`src/hw/rtl/cstl_pkg.sv`:
```
// Shared types, constants and helpers for the token lexer.
// Used by every module of the lexer; depends on nothing.
package cstl_pkg;

   localparam int POS_BITS = 32;
   localparam int LEN_BITS = 16;
   localparam logic [LEN_BITS-1:0] LEN_MAX = {LEN_BITS{1'b1}};
   localparam int QUEUE_DEPTH = 4;
   // Token slots in the queue; a power of two so the pointers wrap on their own
   localparam int QUEUE_SLOTS = QUEUE_DEPTH * 2;
   localparam int QPTR_BITS = $clog2(QUEUE_SLOTS);
   localparam int FILL_BITS = QPTR_BITS + 1;

   typedef enum logic [3:0] {
      MODE_IDLE, MODE_WORD, MODE_NUMBER, MODE_SLASH, MODE_CMP, MODE_LINE,
      MODE_BLOCK, MODE_BLOCK_STAR, MODE_STRING, MODE_STRING_ESC
   } mode_type;

   typedef enum logic [2:0] {
      KIND_END = 3'd0, KIND_KEYWORD = 3'd1, KIND_IDENT = 3'd2, KIND_NUMBER = 3'd3,
      KIND_OPERATOR = 3'd4, KIND_DELIM = 3'd5, KIND_UNKNOWN = 3'd6
   } kind_type;

   typedef struct packed {
      logic [2:0]          kind;
      logic [POS_BITS-1:0] start;
      logic [LEN_BITS-1:0] length;
      logic [3:0]          keyword;
      logic [7:0]          sym1;
      logic [7:0]          sym2;
      logic                last;
   } token_type;

   // Up to three tokens that one byte produces, in order
   typedef struct packed {
      logic [1:0] count;
      token_type  t0;
      token_type  t1;
      token_type  t2;
   } burst_type;

   function automatic logic is_alpha(input logic [7:0] c);
      return (c >= 8'h61 && c <= 8'h7a) || (c >= 8'h41 && c <= 8'h5a);
   endfunction

   function automatic logic is_digit(input logic [7:0] c);
      return c >= 8'h30 && c <= 8'h39;
   endfunction

   function automatic logic is_space(input logic [7:0] c);
      return c == 8'h20 || (c >= 8'd9 && c <= 8'd13);
   endfunction

   // Match the packed word prefix against the ten keywords
   function automatic logic [4:0] keyword_lookup(input logic [47:0] w,
                                                 input logic [LEN_BITS-1:0] n);
      logic [4:0] r;
      r = 5'd0;
      if      (n == 3 && w == 48'h696e74)        r = {1'b1, 4'd0};
      else if (n == 5 && w == 48'h666c6f6174)    r = {1'b1, 4'd1};
      else if (n == 4 && w == 48'h63686172)      r = {1'b1, 4'd2};
      else if (n == 6 && w == 48'h646f75626c65)  r = {1'b1, 4'd3};
      else if (n == 6 && w == 48'h72657475726e)  r = {1'b1, 4'd4};
      else if (n == 2 && w == 48'h6966)          r = {1'b1, 4'd5};
      else if (n == 4 && w == 48'h656c7365)      r = {1'b1, 4'd6};
      else if (n == 5 && w == 48'h7768696c65)    r = {1'b1, 4'd7};
      else if (n == 3 && w == 48'h666f72)        r = {1'b1, 4'd8};
      else if (n == 4 && w == 48'h766f6964)      r = {1'b1, 4'd9};
      return r;
   endfunction

endpackage

```
`src/hw/rtl/cstl_front.sv`:
```
// Front end: takes one byte per request, runs the scan mode machine and
// produces the burst of tokens it causes. Depends on cstl_pkg.
module cstl_front (
   input  logic                 clock,
   input  logic                 reset,
   input  logic                 take,
   input  logic [7:0]           text_byte,
   input  logic                 end_of_text,
   output cstl_pkg::burst_type  burst
);

   cstl_pkg::mode_type                mode_ff, mode_in;
   logic [cstl_pkg::POS_BITS-1:0]     pos_ff, pos_in, begin_ff, begin_in;
   logic [cstl_pkg::LEN_BITS-1:0]     count_ff, count_in;
   logic [47:0]                       prefix_ff, prefix_in;
   logic [7:0]                        held_ff, held_in;

   // Hold state between bytes
   always_ff @(posedge clock) begin
      if (reset) begin
         mode_ff   <= cstl_pkg::MODE_IDLE;
         pos_ff    <= '0;
         begin_ff  <= '0;
         count_ff  <= '0;
         prefix_ff <= '0;
         held_ff   <= '0;
      end else if (take) begin
         mode_ff   <= mode_in;
         pos_ff    <= pos_in;
         begin_ff  <= begin_in;
         count_ff  <= count_in;
         prefix_ff <= prefix_in;
         held_ff   <= held_in;
      end
   end

   // Step the mode machine and collect tokens
   always_comb begin
      cstl_pkg::token_type tk;
      cstl_pkg::token_type list [3];
      logic [1:0] n;
      logic [4:0] kw;
      logic       restart;
      logic       finish;
      logic [cstl_pkg::POS_BITS-1:0] endpos;
      logic [7:0] c;
      c = text_byte;
      n = 2'd0;
      restart = 1'b0;
      finish = 1'b0;
      tk = '0;
      list[0] = '0;
      list[1] = '0;
      list[2] = '0;
      mode_in = mode_ff;
      begin_in = begin_ff;
      count_in = count_ff;
      prefix_in = prefix_ff;
      held_in = held_ff;
      pos_in = pos_ff + 1'b1;
      endpos = pos_in;
      kw = cstl_pkg::keyword_lookup(prefix_ff, count_ff);

      if (c == 8'd0) begin
         finish = 1'b1;
         endpos = pos_ff;
      end else begin
         unique case (mode_ff)
            cstl_pkg::MODE_WORD: begin
               if (cstl_pkg::is_alpha(c) || cstl_pkg::is_digit(c) || c == 8'h5f) begin
                  if (count_ff < 6) prefix_in = {prefix_ff[39:0], c};
                  if (count_ff != cstl_pkg::LEN_MAX) count_in = count_ff + 1'b1;
               end else begin
                  tk = '0;
                  tk.kind = kw[4] ? cstl_pkg::KIND_KEYWORD : cstl_pkg::KIND_IDENT;
                  tk.keyword = kw[4] ? kw[3:0] : 4'd0;
                  tk.start = begin_ff;
                  tk.length = count_ff;
                  list[n] = tk; n = n + 1'b1;
                  restart = 1'b1;
               end
            end
            cstl_pkg::MODE_NUMBER: begin
               if (cstl_pkg::is_digit(c)) begin
                  if (count_ff != cstl_pkg::LEN_MAX) count_in = count_ff + 1'b1;
               end else begin
                  tk = '0;
                  tk.kind = cstl_pkg::KIND_NUMBER;
                  tk.start = begin_ff;
                  tk.length = count_ff;
                  list[n] = tk; n = n + 1'b1;
                  restart = 1'b1;
               end
            end
            cstl_pkg::MODE_SLASH: begin
               if (c == 8'h2f) mode_in = cstl_pkg::MODE_LINE;
               else if (c == 8'h2a) mode_in = cstl_pkg::MODE_BLOCK;
               else begin
                  tk = '0;
                  tk.kind = cstl_pkg::KIND_OPERATOR;
                  tk.start = begin_ff;
                  tk.length = cstl_pkg::LEN_BITS'(1);
                  tk.sym1 = 8'h2f;
                  list[n] = tk; n = n + 1'b1;
                  restart = 1'b1;
               end
            end
            cstl_pkg::MODE_CMP: begin
               tk = '0;
               tk.kind = cstl_pkg::KIND_OPERATOR;
               tk.start = begin_ff;
               tk.sym1 = held_ff;
               if (c == 8'h3d) begin
                  tk.length = cstl_pkg::LEN_BITS'(2);
                  tk.sym2 = 8'h3d;
                  mode_in = cstl_pkg::MODE_IDLE;
               end else begin
                  tk.length = cstl_pkg::LEN_BITS'(1);
                  restart = 1'b1;
               end
               list[n] = tk; n = n + 1'b1;
            end
            cstl_pkg::MODE_LINE: begin
               if (c == 8'h0a) mode_in = cstl_pkg::MODE_IDLE;
            end
            cstl_pkg::MODE_BLOCK: begin
               if (c == 8'h2a) mode_in = cstl_pkg::MODE_BLOCK_STAR;
            end
            cstl_pkg::MODE_BLOCK_STAR: begin
               if (c == 8'h2f) mode_in = cstl_pkg::MODE_IDLE;
               else if (c != 8'h2a) mode_in = cstl_pkg::MODE_BLOCK;
            end
            cstl_pkg::MODE_STRING: begin
               if (c == 8'h22) mode_in = cstl_pkg::MODE_IDLE;
               else if (c == 8'h5c) mode_in = cstl_pkg::MODE_STRING_ESC;
            end
            cstl_pkg::MODE_STRING_ESC: mode_in = cstl_pkg::MODE_STRING;
            default: restart = 1'b1;
         endcase

         // Start a new token from idle
         if (restart) begin
            mode_in = cstl_pkg::MODE_IDLE;
            tk = '0;
            tk.start = pos_ff;
            tk.length = cstl_pkg::LEN_BITS'(1);
            tk.sym1 = c;
            if (cstl_pkg::is_space(c)) begin
            end else if (c == 8'h2f) begin
               mode_in = cstl_pkg::MODE_SLASH; begin_in = pos_ff;
            end else if (c == 8'h22) begin
               mode_in = cstl_pkg::MODE_STRING;
            end else if (c == 8'h23) begin
               mode_in = cstl_pkg::MODE_LINE;
            end else if (cstl_pkg::is_alpha(c) || c == 8'h5f) begin
               mode_in = cstl_pkg::MODE_WORD; begin_in = pos_ff;
               count_in = cstl_pkg::LEN_BITS'(1); prefix_in = {40'd0, c};
            end else if (cstl_pkg::is_digit(c)) begin
               mode_in = cstl_pkg::MODE_NUMBER; begin_in = pos_ff;
               count_in = cstl_pkg::LEN_BITS'(1);
            end else if (c == 8'h3d || c == 8'h21 || c == 8'h3c || c == 8'h3e) begin
               mode_in = cstl_pkg::MODE_CMP; held_in = c; begin_in = pos_ff;
            end else begin
               if (c == 8'h2b || c == 8'h2d || c == 8'h2a)
                  tk.kind = cstl_pkg::KIND_OPERATOR;
               else if (c == 8'h3b || c == 8'h2c || c == 8'h28 || c == 8'h29 ||
                        c == 8'h7b || c == 8'h7d)
                  tk.kind = cstl_pkg::KIND_DELIM;
               else
                  tk.kind = cstl_pkg::KIND_UNKNOWN;
               list[n] = tk; n = n + 1'b1;
            end
         end
         if (end_of_text) finish = 1'b1;
      end

      // Close the text: flush pending token, add end token, clear state
      if (finish) begin
         kw = cstl_pkg::keyword_lookup(prefix_in, count_in);
         tk = '0;
         tk.start = begin_in;
         tk.length = count_in;
         if (mode_in == cstl_pkg::MODE_WORD) begin
            tk.kind = kw[4] ? cstl_pkg::KIND_KEYWORD : cstl_pkg::KIND_IDENT;
            tk.keyword = kw[4] ? kw[3:0] : 4'd0;
            list[n] = tk; n = n + 1'b1;
         end else if (mode_in == cstl_pkg::MODE_NUMBER) begin
            tk.kind = cstl_pkg::KIND_NUMBER;
            list[n] = tk; n = n + 1'b1;
         end else if (mode_in == cstl_pkg::MODE_SLASH || mode_in == cstl_pkg::MODE_CMP) begin
            tk.kind = cstl_pkg::KIND_OPERATOR;
            tk.length = cstl_pkg::LEN_BITS'(1);
            tk.sym1 = (mode_in == cstl_pkg::MODE_SLASH) ? 8'h2f : held_in;
            list[n] = tk; n = n + 1'b1;
         end
         tk = '0;
         tk.kind = cstl_pkg::KIND_END;
         tk.start = endpos;
         list[n] = tk; n = n + 1'b1;
         mode_in = cstl_pkg::MODE_IDLE;
         pos_in = '0; begin_in = '0; count_in = '0; prefix_in = '0; held_in = '0;
      end

      // Mark the last token of the burst
      if (n != 2'd0) list[n - 1'b1].last = 1'b1;
      burst.count = n;
      burst.t0 = list[0];
      burst.t1 = list[1];
      burst.t2 = list[2];
   end

endmodule

```
`src/hw/rtl/cstl_queue.sv`:
```
// Token queue between front and back: takes a burst of up to three tokens
// per cycle, hands out one token per pop. Depends on cstl_pkg.
module cstl_queue (
   input  logic                 clock,
   input  logic                 reset,
   input  logic                 push,
   input  cstl_pkg::burst_type  burst,
   output logic                 room,
   input  logic                 pop,
   output logic                 empty,
   output cstl_pkg::token_type  head
);

   cstl_pkg::token_type             mem_ff [cstl_pkg::QUEUE_SLOTS];
   logic [cstl_pkg::QPTR_BITS-1:0]  wr_ff, wr_in, rd_ff, rd_in;
   logic [cstl_pkg::FILL_BITS-1:0]  fill_ff, fill_in;
   logic [1:0]                      n_push;
   logic                            do_pop;

   assign n_push = push ? burst.count : 2'd0;
   assign do_pop = pop && fill_ff != '0;
   assign empty  = fill_ff == '0;
   assign room   = fill_ff <= cstl_pkg::FILL_BITS'(cstl_pkg::QUEUE_SLOTS - 3);
   assign head   = mem_ff[rd_ff];
   assign wr_in  = wr_ff + cstl_pkg::QPTR_BITS'(n_push);
   assign rd_in  = rd_ff + cstl_pkg::QPTR_BITS'(do_pop);
   assign fill_in = fill_ff + cstl_pkg::FILL_BITS'(n_push) - cstl_pkg::FILL_BITS'(do_pop);

   // Advance pointers
   always_ff @(posedge clock) begin
      if (reset) begin
         wr_ff <= '0; rd_ff <= '0; fill_ff <= '0;
      end else begin
         wr_ff <= wr_in; rd_ff <= rd_in; fill_ff <= fill_in;
      end
   end

   // Write the burst into consecutive slots
   always_ff @(posedge clock) begin
      if (n_push >= 2'd1) mem_ff[wr_ff] <= burst.t0;
      if (n_push >= 2'd2) mem_ff[wr_ff + cstl_pkg::QPTR_BITS'(1)] <= burst.t1;
      if (n_push == 2'd3) mem_ff[wr_ff + cstl_pkg::QPTR_BITS'(2)] <= burst.t2;
   end

endmodule

```
`src/hw/rtl/cstl_back.sv`:
```
// Back end: output register stage that presents one token at a time on the
// result ports. Depends on cstl_pkg.
module cstl_back (
   input  logic                 clock,
   input  logic                 reset,
   input  logic                 q_empty,
   input  cstl_pkg::token_type  q_head,
   output logic                 q_pop,
   input  logic                 pop,
   output logic                 empty,
   output cstl_pkg::token_type  token
);

   logic                full_ff, full_in;
   cstl_pkg::token_type tok_ff;

   // Refill whenever the register is free or being drained
   assign q_pop   = !q_empty && (!full_ff || pop);
   assign full_in = q_pop || (full_ff && !pop);
   assign empty   = !full_ff;
   assign token   = tok_ff;

   always_ff @(posedge clock) begin
      if (reset) full_ff <= 1'b0;
      else       full_ff <= full_in;
   end

   always_ff @(posedge clock) begin
      if (q_pop) tok_ff <= q_head;
   end

endmodule

```
`src/hw/rtl/c_subset_token_lexer_unit.sv`:
```
// Top level of the streaming lexer for a subset of C.
// Instantiates cstl_front, cstl_queue and cstl_back; uses cstl_pkg.
//
// Usage: source bytes enter on req_text_byte/req_end_of_text, one request
// per cycle while full is low (push high, full low accepts). Tokens leave
// on the rsp_ ports while empty is low and are taken with pop.
// Each byte yields zero to three tokens; rsp_last_of_run marks the last.
// A token finished by a byte is written into the queue at the edge that
// accepts that byte, then into the output register once that is free or
// being taken; while the receiver stalls it waits in the queue.
// Throughput: one byte per cycle while full is low, set by the single mode
// machine step in the front end; the queue drains at most one token per cycle,
// so bursts of two or three tokens can fill it and raise full.
// Reset clears the scan state, offset and queue; no tokens are pending.
// When the receiver stalls, tokens wait in the queue and full rises once
// fewer than three free slots remain; nothing is lost.
module c_subset_token_lexer_unit (
   input  logic        clock,
   input  logic        reset,
   input  logic        push,
   output logic        full,
   input  logic [7:0]  req_text_byte,
   input  logic        req_end_of_text,
   output logic        empty,
   input  logic        pop,
   output logic [2:0]  rsp_token_kind,
   output logic [31:0] rsp_token_start,
   output logic [15:0] rsp_token_length,
   output logic [3:0]  rsp_keyword_number,
   output logic [7:0]  rsp_first_symbol,
   output logic [7:0]  rsp_second_symbol,
   output logic        rsp_last_of_run
);

   cstl_pkg::burst_type burst;
   cstl_pkg::token_type head, token;
   logic room, take, q_empty, q_pop;

   assign full = !room;
   assign take = push && room;

   cstl_front u_front (.clock, .reset, .take, .text_byte(req_text_byte),
                       .end_of_text(req_end_of_text), .burst);

   cstl_queue u_queue (.clock, .reset, .push(take), .burst, .room,
                       .pop(q_pop), .empty(q_empty), .head);

   cstl_back u_back (.clock, .reset, .q_empty, .q_head(head), .q_pop,
                     .pop, .empty, .token);

   assign rsp_token_kind     = token.kind;
   assign rsp_token_start    = token.start;
   assign rsp_token_length   = token.length;
   assign rsp_keyword_number = token.keyword;
   assign rsp_first_symbol   = token.sym1;
   assign rsp_second_symbol  = token.sym2;
   assign rsp_last_of_run    = token.last;

endmodule

```
`config.mk`:
```
export PLATFORM = sky130hd
export DESIGN_NAME = c_subset_token_lexer_unit
export DESIGN_NICKNAME = d
export VERILOG_FILES = /design/src/hw/rtl/cstl_pkg.sv /design/src/hw/rtl/cstl_front.sv /design/src/hw/rtl/cstl_queue.sv /design/src/hw/rtl/cstl_back.sv /design/src/hw/rtl/c_subset_token_lexer_unit.sv
export SDC_FILE = /design/constraint.sdc
export NUM_CORES = 2
export LEC_CHECK = 0
export ABC_CLOCK_PERIOD_IN_PS = 10100
export BUFFER_PORTS_ARGS = -buffer_cell sky130_fd_sc_hd__buf_4
export CORE_ASPECT_RATIO = 1.5
export CORE_MARGIN = 4
export CORE_UTILIZATION = 50
export CTS_CLUSTER_SIZE = 30
export DETAILED_ROUTE_END_ITERATION = 12
export PLACE_DENSITY = 0.68
export SYNTH_ARGS = -nofsm -noshare
export SYNTH_HDL_FRONTEND = slang
export SYNTH_SLANG_ARGS = --single-unit
```
`constraint.sdc`:
```
create_clock -name clock -period 10.1 [get_ports clock]
set_input_delay 1.01 -clock clock [delete_from_list [all_inputs] [get_ports clock]]
set_output_delay 1.01 -clock clock [all_outputs]
set_load 0.1 [all_outputs]
```
==> impl_metrics.csv <==
group,metric,value,unit
grt,grt_pass1_vias,37900,
sta,setup_viol,0,
synthesis,ys.flop_type,"edfxtp_1",
placement,portBuffers,83,
power,ir_worst_vdd,0.226,mV
layout,finalNonFillerCells,5389,
flow_run,maxCapViolations,0,
routing,drtIter0Drc,5972,
clock_tree,clk_pin_slew,0.06,ns
synthesis,yosys_warnings,0,
placement,dp_slack,1.83,ns
routing,vias_per_cell,7.26,
setup_path,critical_path_class,"reg -> reg",
setup_path,timing.rr.end,"u_queue.mem_ff[3][37]$_DFFE_PP_",
grt,grt.overflow.total,0,
layout,area_delta_synth_final,8.98,%
hold_path,min-delay-start,"u_back.full_ff$_SDFF_PP0_",
synthesis,ys_ff_latch,736,
clock_tree,cts.sinks,736,
power,power_leakage,15.5,nW
hold_path,hp-class,"reg -> reg",
setup_path,crit_start,"u_front.mode_ff[1]$_SDFFE_PP0P_",
synthesis,syn_inst,4331,
clock_tree,postCtsSetupBuffers,0,
routing,drc_errors,0,
clock_tree,cts_resized,0,
routing,num_vias,39100,
sta,fin_skew,0.0258,ns
synthesis,yosysUniqueCellTypes,114,
layout,mostFrequentLayoutCell,"edfxtp_1",
setup_path,reg2reg_from,"u_front.mode_ff[1]$_SDFFE_PP0P_",
sta,period_share,78.1,%
routing,wl_per_cell,31.1,microns
sta,timing.final.hold_violations,0,
hold_path,hold_end,"u_back.full_ff$_SDFF_PP0_",
die,start_util,50.5,%
layout,layout_common_cells,"585 x edfxtp_1, 567 x nand2_1, 457 x nor2_1",
synthesis,syn_area,43600,sq um
setup_path,crit_arrival,8.25,ns
routing,drt-total-wl,168,mm
die,die_area,92000,sq um
layout,nets,4230,
die,placementRows,132,
hold_path,min_path_cells,2,
run_status,status,"finished clean",
layout,nFillCells,7622,
synthesis,ys_seq_area_share,47.2,%
die,io_pins,87,
placement,placed_cells,5257,
setup_path,crit_fanout,35,
clock_tree,ctsHoldBuffers,0,
grt,grt_first_pass_wirelength,246,mm
grt,grt_max_degree,68,
grt,grt_usage,35.1,%
placement,dp_hpwl,108,mm
synthesis,async_flop_share,0,%
synthesis,synth_edf_count,585,
clock_tree,cts_max_path_buffers,3,
sta,max_slew_margin,9.61,%
die,die-width,249,microns
sta,slew_violations,0,
synthesis,syn_avg_cell_area,10.1,sq um
sta,worstMarginPinSlew,1.36,ns
setup_path,worstSetupEndpointType,"flip-flop",
setup_path,r2r_setup_slack,2.21,ns
sta,rsz0062_at_grt,"false",
clock_tree,ctsHtreeMaxLevel,3,
sta,setup_tns,0,ns
setup_path,startpoint_type,"flip-flop",
clock_tree,cts-buffers-inserted,72,
sta,setup_slack,2.21,ns
placement,place.gp.congestion,1.02,
die,core,86400,sq um
sta,max_freq,0.127,GHz
setup_path,worstPathRequired,10.46,ns
grt,antenna_found_initial,1,
sta,fin_crit,7.89,ns
power,pwr_density_cell,228,nW/um^2
setup_path,worstRegToRegCells,18,
clock_tree,cts_tree,"yes",
routing,dr.pass1.iters,7,
layout,final_util,55.0,%
clock_tree,cts_root_buf,"clkbuf_16",
die,die_h,370,microns
layout,antenna_cells,0,
layout,layout-drive-gt1-share,14.6,%
clock_tree,insertion_delay,0.67,ns
routing,drtAntennaViolNets,0,
==> metrics by stage <==
stage | cell area (sq um) | total power [mW] | hold slack, ns
global placement | 45100 | 7.96 | 0.488
global route | 47500 | 11.2 | 0.544
CTS | 47500 | 10.8 | 0.510
detailed placement | 45100 | 8.01 | 0.502
finish | 47500 | 10.8 | 0.503
floorplan | 43600 | 6.95 | 0.445
==> synth_stat cells, drive strengths merged, types with 62 or more instances <==
cell    number  area (sq um)
a21oi      167           836
a22oi      156          1180
buf         94           470
clkbuf     317          1190
dfxtp      151          3020
edfxtp     585         17600
inv         62           233
mux2        75           845
mux4       130          2930
nand2      587          2220
nand3      124           643
nor2       465          1770
nor3        70           394
o21ai      209          1050
o221ai     208          1870
o22ai      172          1080
==> worst max-delay path, stage by stage, from the launching register on <==
cell,delay (ns)
dfxtp_1,0.67
nor4bb_1,0.84
o31ai_4,0.20
o211ai_2,0.39
o311ai_1,0.23
a22oi_2,0.51
inv_2,0.14
or3_1,0.46
nand2_1,0.45
nand2_1,0.11
and2_1,0.20
ha_1,0.28
and2_1,0.14
a31o_2,0.13
nand3_1,0.43
or3_1,0.79
nand2_2,1.00
buf_4,0.43
o221ai_1,0.17
==> power by group <==
part / switching [mW] / leakage, nW / internal (mW)
combinational: 2.86 / 7.58 / 1.14
sequential: 0.157 / 6.70 / 3.85
clock: 1.24 / 1.18 / 1.59
==> how the worst max path moves through the flow <==
stage	to	slack, ns	depth (start not counted)
finish	u_queue.mem_ff[3][37]$_DFFE_PP_	2.21	18
global route	u_queue.mem_ff[1][65]$_DFFE_PP_	1.76	18
CTS	u_queue.mem_ff[3][37]$_DFFE_PP_	2.41	18
detailed placement	u_queue.mem_ff[3][37]$_DFFE_PP_	1.83	19
global placement	u_queue.mem_ff[3][43]$_DFFE_PP_	1.97	19
floorplan	u_queue.mem_ff[1][0]$_DFFE_PP_	0.25	18
==> layout make-up <==
type | instances | area [sq um] | share of cell area (%)
Multi-Input combinational cell | 3124 | 21300 | 44.9
Clock inverter | 44 | 465 | 0.980
Timing Repair Buffer | 196 | 1480 | 3.12
Clock buffer | 88 | 1950 | 4.10
Sequential cell | 736 | 20600 | 43.4
Inverter | 62 | 233 | 0.490
Tap cell | 1139 | 1430 | 3.00
==> cell families after synthesis <==
group                      Yosys count  share of synthesized area (%)
and+or+nand+nor                   1547                           16.5
other                                1                        0.00860
adders and majority gates           25                          0.752
xor gates and xnor gates            44                          0.884
AOI/OAI and AO/OA                 1271                           21.0
buffers and inverters              473                           4.35
DFF                                736                           47.2
muxes                              234                           9.32
==> flip-flops by register name (all words and copies together), names as in the netlist, 4 cells and up <==
name               flops
u_back.token          65
u_front.begin_ff      32
u_front.count_ff      16
u_front.held_ff        8
u_front.mode_ff        4
u_front.pos_ff        32
u_front.prefix_ff     48
u_queue.fill_ff        4
u_queue.mem_ff       520
==> routing by layer <==
| metal | vias to the layer above | share of wire, % | global-route usage [%] |
|---|---|---|---|
| met5 | - | 0 | 0 |
| met2 | 2918 | 46 | 57.0 |
| met1 | 18800 | 35 | 42.5 |
| met4 | 0 | 7.1 | 20.2 |
| li1 | 16600 | - | - |
| met3 | 773 | 12 | 8.93 |
Note: power is estimated with default switching activity, not from simulation.
